--- src/hw/rtl/assert_macros.svh ---
// ----------------------------------------------------------------------------
// Assertion macros
// Shared concurrent assertion helpers that are clocked on clk_i and held off
// while rst_ni is low.
// ----------------------------------------------------------------------------
`ifndef ASSERT_MACROS_SVH
`define ASSERT_MACROS_SVH

// A general property, sampled on every rising clock edge outside reset.
`define ASSERT_PROP(label, prop, msg) \
  label: assert property (@(posedge clk_i) disable iff (!rst_ni) prop) else $error(msg);

// An implication that must hold in the same cycle.
`define ASSERT_IMPLIES(label, ante, cons, msg) \
  `ASSERT_PROP(label, (ante) |-> (cons), msg)

`endif

--- src/hw/rtl/sttl_pkg.sv ---
// ----------------------------------------------------------------------------
// sttl_pkg
// Types and constants shared by the strip to triangle list converter.
// ----------------------------------------------------------------------------
`timescale 1ns / 1ps

package sttl_pkg;

  localparam int unsigned IndexW = 16;
  localparam int unsigned CountW = 22;
  localparam int unsigned MaxMeshIndices = 1048576;
  localparam int unsigned CountMask = (1 << CountW) - 1;
  localparam int unsigned CountLimitInt =
      (MaxMeshIndices * 3 > CountMask) ? CountMask : MaxMeshIndices * 3;
  localparam logic [CountW-1:0] CountLimit = CountLimitInt[CountW-1:0];
  localparam logic [IndexW-1:0] RestartIndex = 16'hFFFF;
  localparam logic [1:0] RunFull = 2'd2;

  typedef struct packed {
    logic [IndexW-1:0] strip_index;
    logic              mesh_end;
  } in_word_t;

  typedef struct packed {
    logic [IndexW-1:0] corner_a;
    logic [IndexW-1:0] corner_b;
    logic [IndexW-1:0] corner_c;
    logic              has_triangle;
    logic              mesh_done;
    logic [CountW-1:0] emitted_count;
  } out_word_t;

  typedef struct packed {
    logic valid;
    logic advance;
  } stage_ctrl_t;

endpackage

--- src/hw/rtl/strip_to_triangle_list.sv ---
// ----------------------------------------------------------------------------
// strip_to_triangle_list
// Converts a triangle strip index stream with restarts into a triangle list.
// ----------------------------------------------------------------------------
// Each input word carries one strip index and a mesh end flag; each output
// word carries one triangle, a mesh end report, or both. Both channels use
// valid and ready. The enable register is written through cfg_we_i and
// resets to one.
// A word accepted into the input register is turned into its result by the
// combinational assembler; the result word is registered in the result
// register and offered from there. The block takes one word per cycle when
// the receiver keeps up; words that yield no result leave the input register
// even while the receiver stalls. While it stalls, the result and input
// registers each hold one word, after which in_ready_o drops. Reset clears
// the run state, index total and both valid flags, and sets enable to one.
// ----------------------------------------------------------------------------
`timescale 1ns / 1ps

module strip_to_triangle_list (
  input  logic                clk_i,
  input  logic                rst_ni,
  input  logic                cfg_we_i,
  input  logic                cfg_wdata_i,
  input  logic                in_valid_i,
  output logic                in_ready_o,
  input  sttl_pkg::in_word_t  in_word_i,
  output logic                out_valid_o,
  input  logic                out_ready_i,
  output sttl_pkg::out_word_t out_word_o
);
  import sttl_pkg::*;

  `include "assert_macros.svh"

  logic        enable_q;
  logic        enable_d;
  logic        s1_valid;
  in_word_t    s1_word;
  logic        emit;
  out_word_t   result;
  logic        can_load;
  stage_ctrl_t ctrl;

  assign enable_d = cfg_we_i ? cfg_wdata_i : enable_q;

  always_ff @(posedge clk_i or negedge rst_ni) begin
    if (!rst_ni) begin
      enable_q <= 1'b1;
    end else begin
      enable_q <= enable_d;
    end
  end

  assign ctrl.valid   = s1_valid;
  assign ctrl.advance = s1_valid && (!emit || can_load);

  sttl_in_stage u_in_stage (
    .clk_i      (clk_i),
    .rst_ni     (rst_ni),
    .in_valid_i (in_valid_i),
    .in_ready_o (in_ready_o),
    .in_word_i  (in_word_i),
    .take_i     (ctrl.advance),
    .valid_o    (s1_valid),
    .word_o     (s1_word)
  );

  sttl_assembler u_assembler (
    .clk_i    (clk_i),
    .rst_ni   (rst_ni),
    .enable_i (enable_q),
    .ctrl_i   (ctrl),
    .word_i   (s1_word),
    .emit_o   (emit),
    .result_o (result)
  );

  sttl_out_stage u_out_stage (
    .clk_i       (clk_i),
    .rst_ni      (rst_ni),
    .load_i      (ctrl.advance && emit),
    .word_i      (result),
    .can_load_o  (can_load),
    .out_valid_o (out_valid_o),
    .out_ready_i (out_ready_i),
    .out_word_o  (out_word_o)
  );

  `ASSERT_IMPLIES(a_result_has_cause, out_valid_o,
      out_word_o.has_triangle || out_word_o.mesh_done,
      "result word carries neither a triangle nor a mesh end")
  `ASSERT_IMPLIES(a_triangle_distinct, out_valid_o && out_word_o.has_triangle,
      (out_word_o.corner_a != out_word_o.corner_b)
      && (out_word_o.corner_a != out_word_o.corner_c)
      && (out_word_o.corner_b != out_word_o.corner_c),
      "degenerate triangle emitted")
  `ASSERT_IMPLIES(a_empty_corners, out_valid_o && !out_word_o.has_triangle,
      (out_word_o.corner_a == '0) && (out_word_o.corner_b == '0)
      && (out_word_o.corner_c == '0),
      "corners not cleared on a word without a triangle")
  `ASSERT_IMPLIES(a_count_limit, out_valid_o,
      out_word_o.emitted_count <= CountLimit,
      "emitted count above its limit")

endmodule

--- src/hw/rtl/sttl_in_stage.sv ---
// ----------------------------------------------------------------------------
// sttl_in_stage
// Input register that holds one accepted word until the assembler takes it.
// ----------------------------------------------------------------------------
`timescale 1ns / 1ps

module sttl_in_stage (
  input  logic              clk_i,
  input  logic              rst_ni,
  input  logic              in_valid_i,
  output logic              in_ready_o,
  input  sttl_pkg::in_word_t in_word_i,
  input  logic              take_i,
  output logic              valid_o,
  output sttl_pkg::in_word_t word_o
);
  import sttl_pkg::*;

  logic     valid_q;
  logic     valid_d;
  in_word_t word_q;
  logic     load;

  assign in_ready_o = !valid_q || take_i;
  assign load       = in_valid_i && in_ready_o;
  assign valid_d    = load || (valid_q && !take_i);

  always_ff @(posedge clk_i or negedge rst_ni) begin
    if (!rst_ni) begin
      valid_q <= 1'b0;
    end else begin
      valid_q <= valid_d;
    end
  end

  always_ff @(posedge clk_i) begin
    if (load) begin
      word_q <= in_word_i;
    end
  end

  assign valid_o = valid_q;
  assign word_o  = word_q;

endmodule

--- src/hw/rtl/sttl_assembler.sv ---
// ----------------------------------------------------------------------------
// sttl_assembler
// Strip run state and triangle forming, one index per cycle unless stalled.
// ----------------------------------------------------------------------------
`timescale 1ns / 1ps

module sttl_assembler (
  input  logic                clk_i,
  input  logic                rst_ni,
  input  logic                enable_i,
  input  sttl_pkg::stage_ctrl_t ctrl_i,
  input  sttl_pkg::in_word_t  word_i,
  output logic                emit_o,
  output sttl_pkg::out_word_t result_o
);
  import sttl_pkg::*;

  logic [IndexW-1:0] older_q, older_d;
  logic [IndexW-1:0] newer_q, newer_d;
  logic [1:0]        run_pos_q, run_pos_d;
  logic              odd_q, odd_d;
  logic [CountW-1:0] total_q, total_d;

  logic              restart;
  logic              run_full;
  logic [IndexW-1:0] corner_a;
  logic [IndexW-1:0] corner_b;
  logic              tri_ok;
  logic [CountW:0]   total_sum;
  logic [CountW-1:0] total_tri;

  assign restart  = (word_i.strip_index == RestartIndex);
  assign run_full = (run_pos_q == RunFull);
  assign corner_a = odd_q ? newer_q : older_q;
  assign corner_b = odd_q ? older_q : newer_q;
  assign tri_ok   = enable_i && !restart && run_full && (corner_a != corner_b)
                    && (corner_a != word_i.strip_index)
                    && (corner_b != word_i.strip_index);

  assign total_sum = {1'b0, total_q} + (CountW + 1)'(3);
  always_comb begin
    total_tri = total_q;
    if (tri_ok) begin
      total_tri = (total_sum > {1'b0, CountLimit}) ? CountLimit
                                                    : total_sum[CountW-1:0];
    end
  end

  always_comb begin
    result_o.corner_a      = tri_ok ? corner_a : '0;
    result_o.corner_b      = tri_ok ? corner_b : '0;
    result_o.corner_c      = tri_ok ? word_i.strip_index : '0;
    result_o.has_triangle  = tri_ok;
    result_o.mesh_done     = word_i.mesh_end;
    result_o.emitted_count = total_tri;
  end

  assign emit_o = ctrl_i.valid && (tri_ok || word_i.mesh_end);

  always_comb begin
    older_d   = older_q;
    newer_d   = newer_q;
    run_pos_d = run_pos_q;
    odd_d     = odd_q;
    total_d   = total_q;
    priority if (word_i.mesh_end) begin
      older_d   = '0;
      newer_d   = '0;
      run_pos_d = '0;
      odd_d     = 1'b0;
      total_d   = '0;
    end else if (enable_i && restart) begin
      run_pos_d = '0;
      odd_d     = 1'b0;
    end else if (enable_i) begin
      older_d   = newer_q;
      newer_d   = word_i.strip_index;
      run_pos_d = run_full ? RunFull : run_pos_q + 2'd1;
      odd_d     = !odd_q;
      total_d   = total_tri;
    end
  end

  always_ff @(posedge clk_i or negedge rst_ni) begin
    if (!rst_ni) begin
      older_q   <= '0;
      newer_q   <= '0;
      run_pos_q <= '0;
      odd_q     <= 1'b0;
      total_q   <= '0;
    end else if (ctrl_i.advance) begin
      older_q   <= older_d;
      newer_q   <= newer_d;
      run_pos_q <= run_pos_d;
      odd_q     <= odd_d;
      total_q   <= total_d;
    end
  end

endmodule

--- src/hw/rtl/sttl_out_stage.sv ---
// ----------------------------------------------------------------------------
// sttl_out_stage
// Result register that holds one word until the receiver takes it.
// ----------------------------------------------------------------------------
`timescale 1ns / 1ps

module sttl_out_stage (
  input  logic                clk_i,
  input  logic                rst_ni,
  input  logic                load_i,
  input  sttl_pkg::out_word_t word_i,
  output logic                can_load_o,
  output logic                out_valid_o,
  input  logic                out_ready_i,
  output sttl_pkg::out_word_t out_word_o
);
  import sttl_pkg::*;

  logic      valid_q;
  logic      valid_d;
  out_word_t word_q;

  assign can_load_o = !valid_q || out_ready_i;
  assign valid_d    = load_i || (valid_q && !out_ready_i);

  always_ff @(posedge clk_i or negedge rst_ni) begin
    if (!rst_ni) begin
      valid_q <= 1'b0;
    end else begin
      valid_q <= valid_d;
    end
  end

  always_ff @(posedge clk_i) begin
    if (load_i) begin
      word_q <= word_i;
    end
  end

  assign out_valid_o = valid_q;
  assign out_word_o  = word_q;

endmodule

--- config.mk ---
export PLATFORM = sky130hd
export DESIGN_NAME = strip_to_triangle_list
export DESIGN_NICKNAME = d
export VERILOG_FILES = /design/src/hw/rtl/sttl_pkg.sv /design/src/hw/rtl/strip_to_triangle_list.sv /design/src/hw/rtl/sttl_in_stage.sv /design/src/hw/rtl/sttl_assembler.sv /design/src/hw/rtl/sttl_out_stage.sv
export VERILOG_INCLUDE_DIRS = /design/src /design/src/hw/rtl
export SDC_FILE = /design/constraint.sdc
export NUM_CORES = 1
export LEC_CHECK = 0
export BUFFER_PORTS_ARGS = -buffer_cell sky130_fd_sc_hd__buf_4
export CAP_MARGIN = 15
export CORE_MARGIN = 2
export CORE_UTILIZATION = 58
export DETAILED_ROUTE_END_ITERATION = 6
export GPL_TIMING_DRIVEN = 0
export PLACE_DENSITY = 0.8
export SYNTH_ARGS = -nofsm -noshare
export SYNTH_HDL_FRONTEND = slang
export SYNTH_SLANG_ARGS = --single-unit
--- constraint.sdc ---
create_clock -name clk_i -period 6.45 [get_ports clk_i]
set_input_delay 0.645 -clock clk_i [delete_from_list [all_inputs] [get_ports clk_i]]
set_output_delay 0.645 -clock clk_i [all_outputs]
set_load 0.03 [all_outputs]
==> key figures <==
Synthesis
  – Yosys cell types: between 50 and 60
  – Ys Warns: 0
  – Synthesized area per cell: around 11 sq um
  – Post-Syn Area: roughly 7600 sq um
  – Cells after Synth: roughly 710
  – Post-synthesis register bit count: 149
  – FFs w/ async S/R, synth: 0.403
  – Synth area leaders: edfxtp_1, dfrtp_1, xnor2_1
  – Synth area leader: edfxtp_1
  – Synth Flop Type: edfxtp_1
  – Syn nets: approximately 740
  – Seq/Total Area, Yosys: 0.551
  – Share of the synthesized area in the top cell type: 0.353
  – EDFF count, synth: 89

Timing
  – Rel. slew slack: 0.289
  – Post-route minimum period: about 4.6 ns
  – Fmax: 218 MHz
  – Fin. max-slew vios: 0
  – Final Hold Viols: 0
  – RSZ-0062 raised after global routing: false
  – Worst Clk Skew: about 0.012 ns
  – Period utilization: 0.712
  – Final setup fails: 0
  – Worst-Margin Slew: about 1.1 ns

Power and ir drop
  – P_int: approximately 2000 uW
  – P_sw: around 960 uW
  – Cell area power density: between 300 and 400 nW/um^2
  – Leakage: 0.00367 uW
  – Clock Power Share: 0.325
  – Peak VDD IR: 0.218 mV
  – Comb pwr share: 0.262
  – Total power draw: slightly below 3000 uW
  – Flop pwr share: 0.413
  – Sw frac: 0.323

Global route
  – Number of global-route vias before repair: 5,960
  – Grt total ovfl: 0
  – First-pass GRT wire length: 32.5 mm
  – Largest net degree at the start of global routing: just over 60
  – Initial antenna violation count: 0
  – Total track usage: 0.307

Routing
  – # DRC: 0
  – DR iter-0 viols: 732
  – Routed WL per cell: about 21 microns
  – DRT Pass-1 Iters: 5
  – ANT nets after route: 0
  – Via Count: around 6,200
  – WL final: ~21 mm
  – Vias/cell: between 6 and 7

Floorplan
  – Starting utilization of the core area: 0.598
  – Num ports: 97
  – Chip Height: roughly 120 microns
  – DIE WIDTH: ~120 microns
  – Row Count: between 40 and 50
  – CORE AREA: between 10,000 and 15,000 sq um
  – Die ar.: between 10,000 and 15,000 sq um

CTS
  – H-tree depth: 4
  – Post-CTS Repair Setup Buffers: 0
  – CTS tree: done
  – Cts bufs inserted: 17
  – Post-cts resize count: 0
  – Clk slew on worst S/H paths: ~0.06 ns
  – Root Driver: clkbuf_16
  – CTS Buffer Depth: 2
  – Clock latency on the worst-skew pair: about 0.43 ns
  – Clk sinks: approximately 150
  – # hold bufs at CTS: 0

Setup path
  – Worst-path cell chain: clkbuf_1 > buf_2 > mux2i_1 > xnor2_1 > nor4_1 > nand4_1 > a31oi_1 > or2_2 > buf_2 > inv_1 > clkbuf_4 > buf_12 > o31ai_1 > a22o_1
  – Worst path arrival time: between 4 and 5 ns
  – CP Data Required Time: roughly 6.8 ns
  – Critical path peak fanout: 47
  – CP peak stage delay: approximately 0.5 ns
  – CP dominant cell by count: buf_2
  – Cell with the largest stage delay on the worst path: nor4_1
  – Critical path type: reg2reg
  – Worst setup SP type: register
  – CP endpoint kind: register

Hold path
  – Hold/Removal Path Class: in2async

Layout
  – Final Cell Area: between 9000 and 10,000 sq um
  – # diodes: 0
  – Layout filler cell count: just over 900
  – Area delta synth->final: 20.3%
  – Layout Nets: approximately 850
  – Register area: approximately 4200 sq um
  – Layout cells sized above 1: 0.201
  – Area of the multi-input gates: around 3000 sq um

Placement
  – Dpl cell area: ~8500 sq um
  – DP HPWL: about 14 mm
  – Port bufs: between 90 and 100
  – Gpl congestion: between 0.9 and 1

Flow run
  – Max-cap viol count: 0

Status
  – Status: finished, final reports clean
-- Yosys cell counts (3+ instances only) --
master and n:
o41ai_1 4, a21o_1 5, o31ai_1 17, clkbuf_1 25
a21oi_1 11, xnor2_1 49, and2_1 12, edfxtp_1 89
nor2_1 79, or4_1 3, a2bb2oi_1 5, mux2_2 15
nor2b_1 3, mux2i_1 32, nand4_1 17, o22ai_1 5
or2_2 3, or3_1 5, o21ai_0 51, buf_1 5
nand3_1 36, nand2_1 29, nor3_1 10, buf_4 3
dfrtp_1 59, nor4_1 15, o211ai_1 5, a31oi_1 4
inv_1 47, a22o_1 15, ha_1 4, buf_2 15
-- cells in the final DEF, fill, tap and decap left out, types with 17 or more instances in the layout --
master / n
buf_4: 99
edfxtp_1: 89
nor2_1: 79
dfrtp_1: 59
o21ai_0: 51
xnor2_1: 49
inv_1: 47
nand3_1: 36
mux2i_1: 32
clkbuf_1: 29
nand2_1: 29
clkbuf_16: 18
nand4_1: 17
o31ai_1: 17
-- flip-flops by register name, summed over array words and instances (netlist names) --
signal	count
u_out_stage.out_word_o	72
u_assembler.total_q	22
u_in_stage.word_o	17
u_assembler.newer_q	16
u_assembler.older_q	16
u_assembler.run_pos_q	2
enable_q	1
u_assembler.odd_q	1
u_in_stage.valid_o	1
u_out_stage.out_valid_o	1
-- worst paths after layout --
kind / startpoint / end / slack, ns / cells past startpoint
worst max register to register: u_assembler.odd_q$_DFFE_PN0P_ / u_assembler.total_q[4]$_DFFE_PN0P_ / 1.86 / 14
worst max-delay path: u_assembler.odd_q$_DFFE_PN0P_ / u_assembler.total_q[4]$_DFFE_PN0P_ / 1.86 / 14
min in group clk_i: in_word_i[3] / u_in_stage.word_o[3]$_DFFE_PP_ / 0.39 / 1
max in group asynchronous: rst_ni / u_assembler.newer_q[6]$_DFFE_PN0P_ / 5.58 / 1
worst min register to register: u_assembler.run_pos_q[0]$_DFFE_PN0P_ / u_assembler.run_pos_q[0]$_DFFE_PN0P_ / 0.52 / 1
worst min-delay path: rst_ni / u_assembler.total_q[6]$_DFFE_PN0P_ / 0.31 / 1
-- metal layers --
metal  GRT usage  vias to the layer above  wire length (microns)  part of all wire
li1            -                     2786                      -                 -
met1       0.448                     3014                   8850              0.42
met2       0.458                      369                   9450              0.45
met3      0.0709                       33                   2200              0.11
met4      0.0979                        0                    331             0.016
met5           0                        -                      0                 0
-- worst max-delay path, delay by kind of cell, from the launching register on --
kind                      cells  cell delay, ns
DFF                           1            0.33
xor gates and xnor gates      1            0.14
and+or+nand+nor               3            0.96
muxes                         1            0.32
AOI/OAI and AO/OA             3            0.75
buffers and inverters         6            1.98
-- layout make-up --
class	instances	area share
Sequential cell	149	0.458
Multi-Input combinational cell	462	0.329
Timing Repair Buffer	97	0.0813
Clock buffer	26	0.0560
Buffer	50	0.0253
Tap cell	172	0.0236
Inverter	47	0.0194
Clock inverter	6	0.00741
-- per-stage QoR --
stage,worst slack [ns],hold WS (ns),utilization,setup TNS [ns],instances
after floorplan,1.51,0.349,-,0,708
after global placement,-0.0664,0.490,0.672,-0.0664,976
after detailed placement,2.06,0.509,0.674,0,977
after CTS,1.94,0.347,0.719,0,1009
after global routing,1.61,0.377,0.719,0,1009
final,1.86,0.314,0.719,0,1009
-- power groups by stage --
stage | sequential (uW) | clock (uW) | combinational, uW
2_1_floorplan | 1310 | 0 | 433
3_3_place_gp | 1240 | 0 | 742
3_5_place_dp | 1240 | 0 | 759
4_1_cts | 1230 | 971 | 767
5_1_grt | 1240 | 1010 | 832
6_report | 1230 | 965 | 778
-- cell families after synthesis --
family | share of synthesized area
flip-flops | 0.551
adder cells (fa/ha/maj) | 0.00661
multiplexers | 0.0646
XOR/XNOR | 0.0578
AO/OA/AOI/OAI | 0.120
AND/OR/NAND/NOR | 0.147
buffers and inverters | 0.0532
Power figures use the tool's default switching activity.
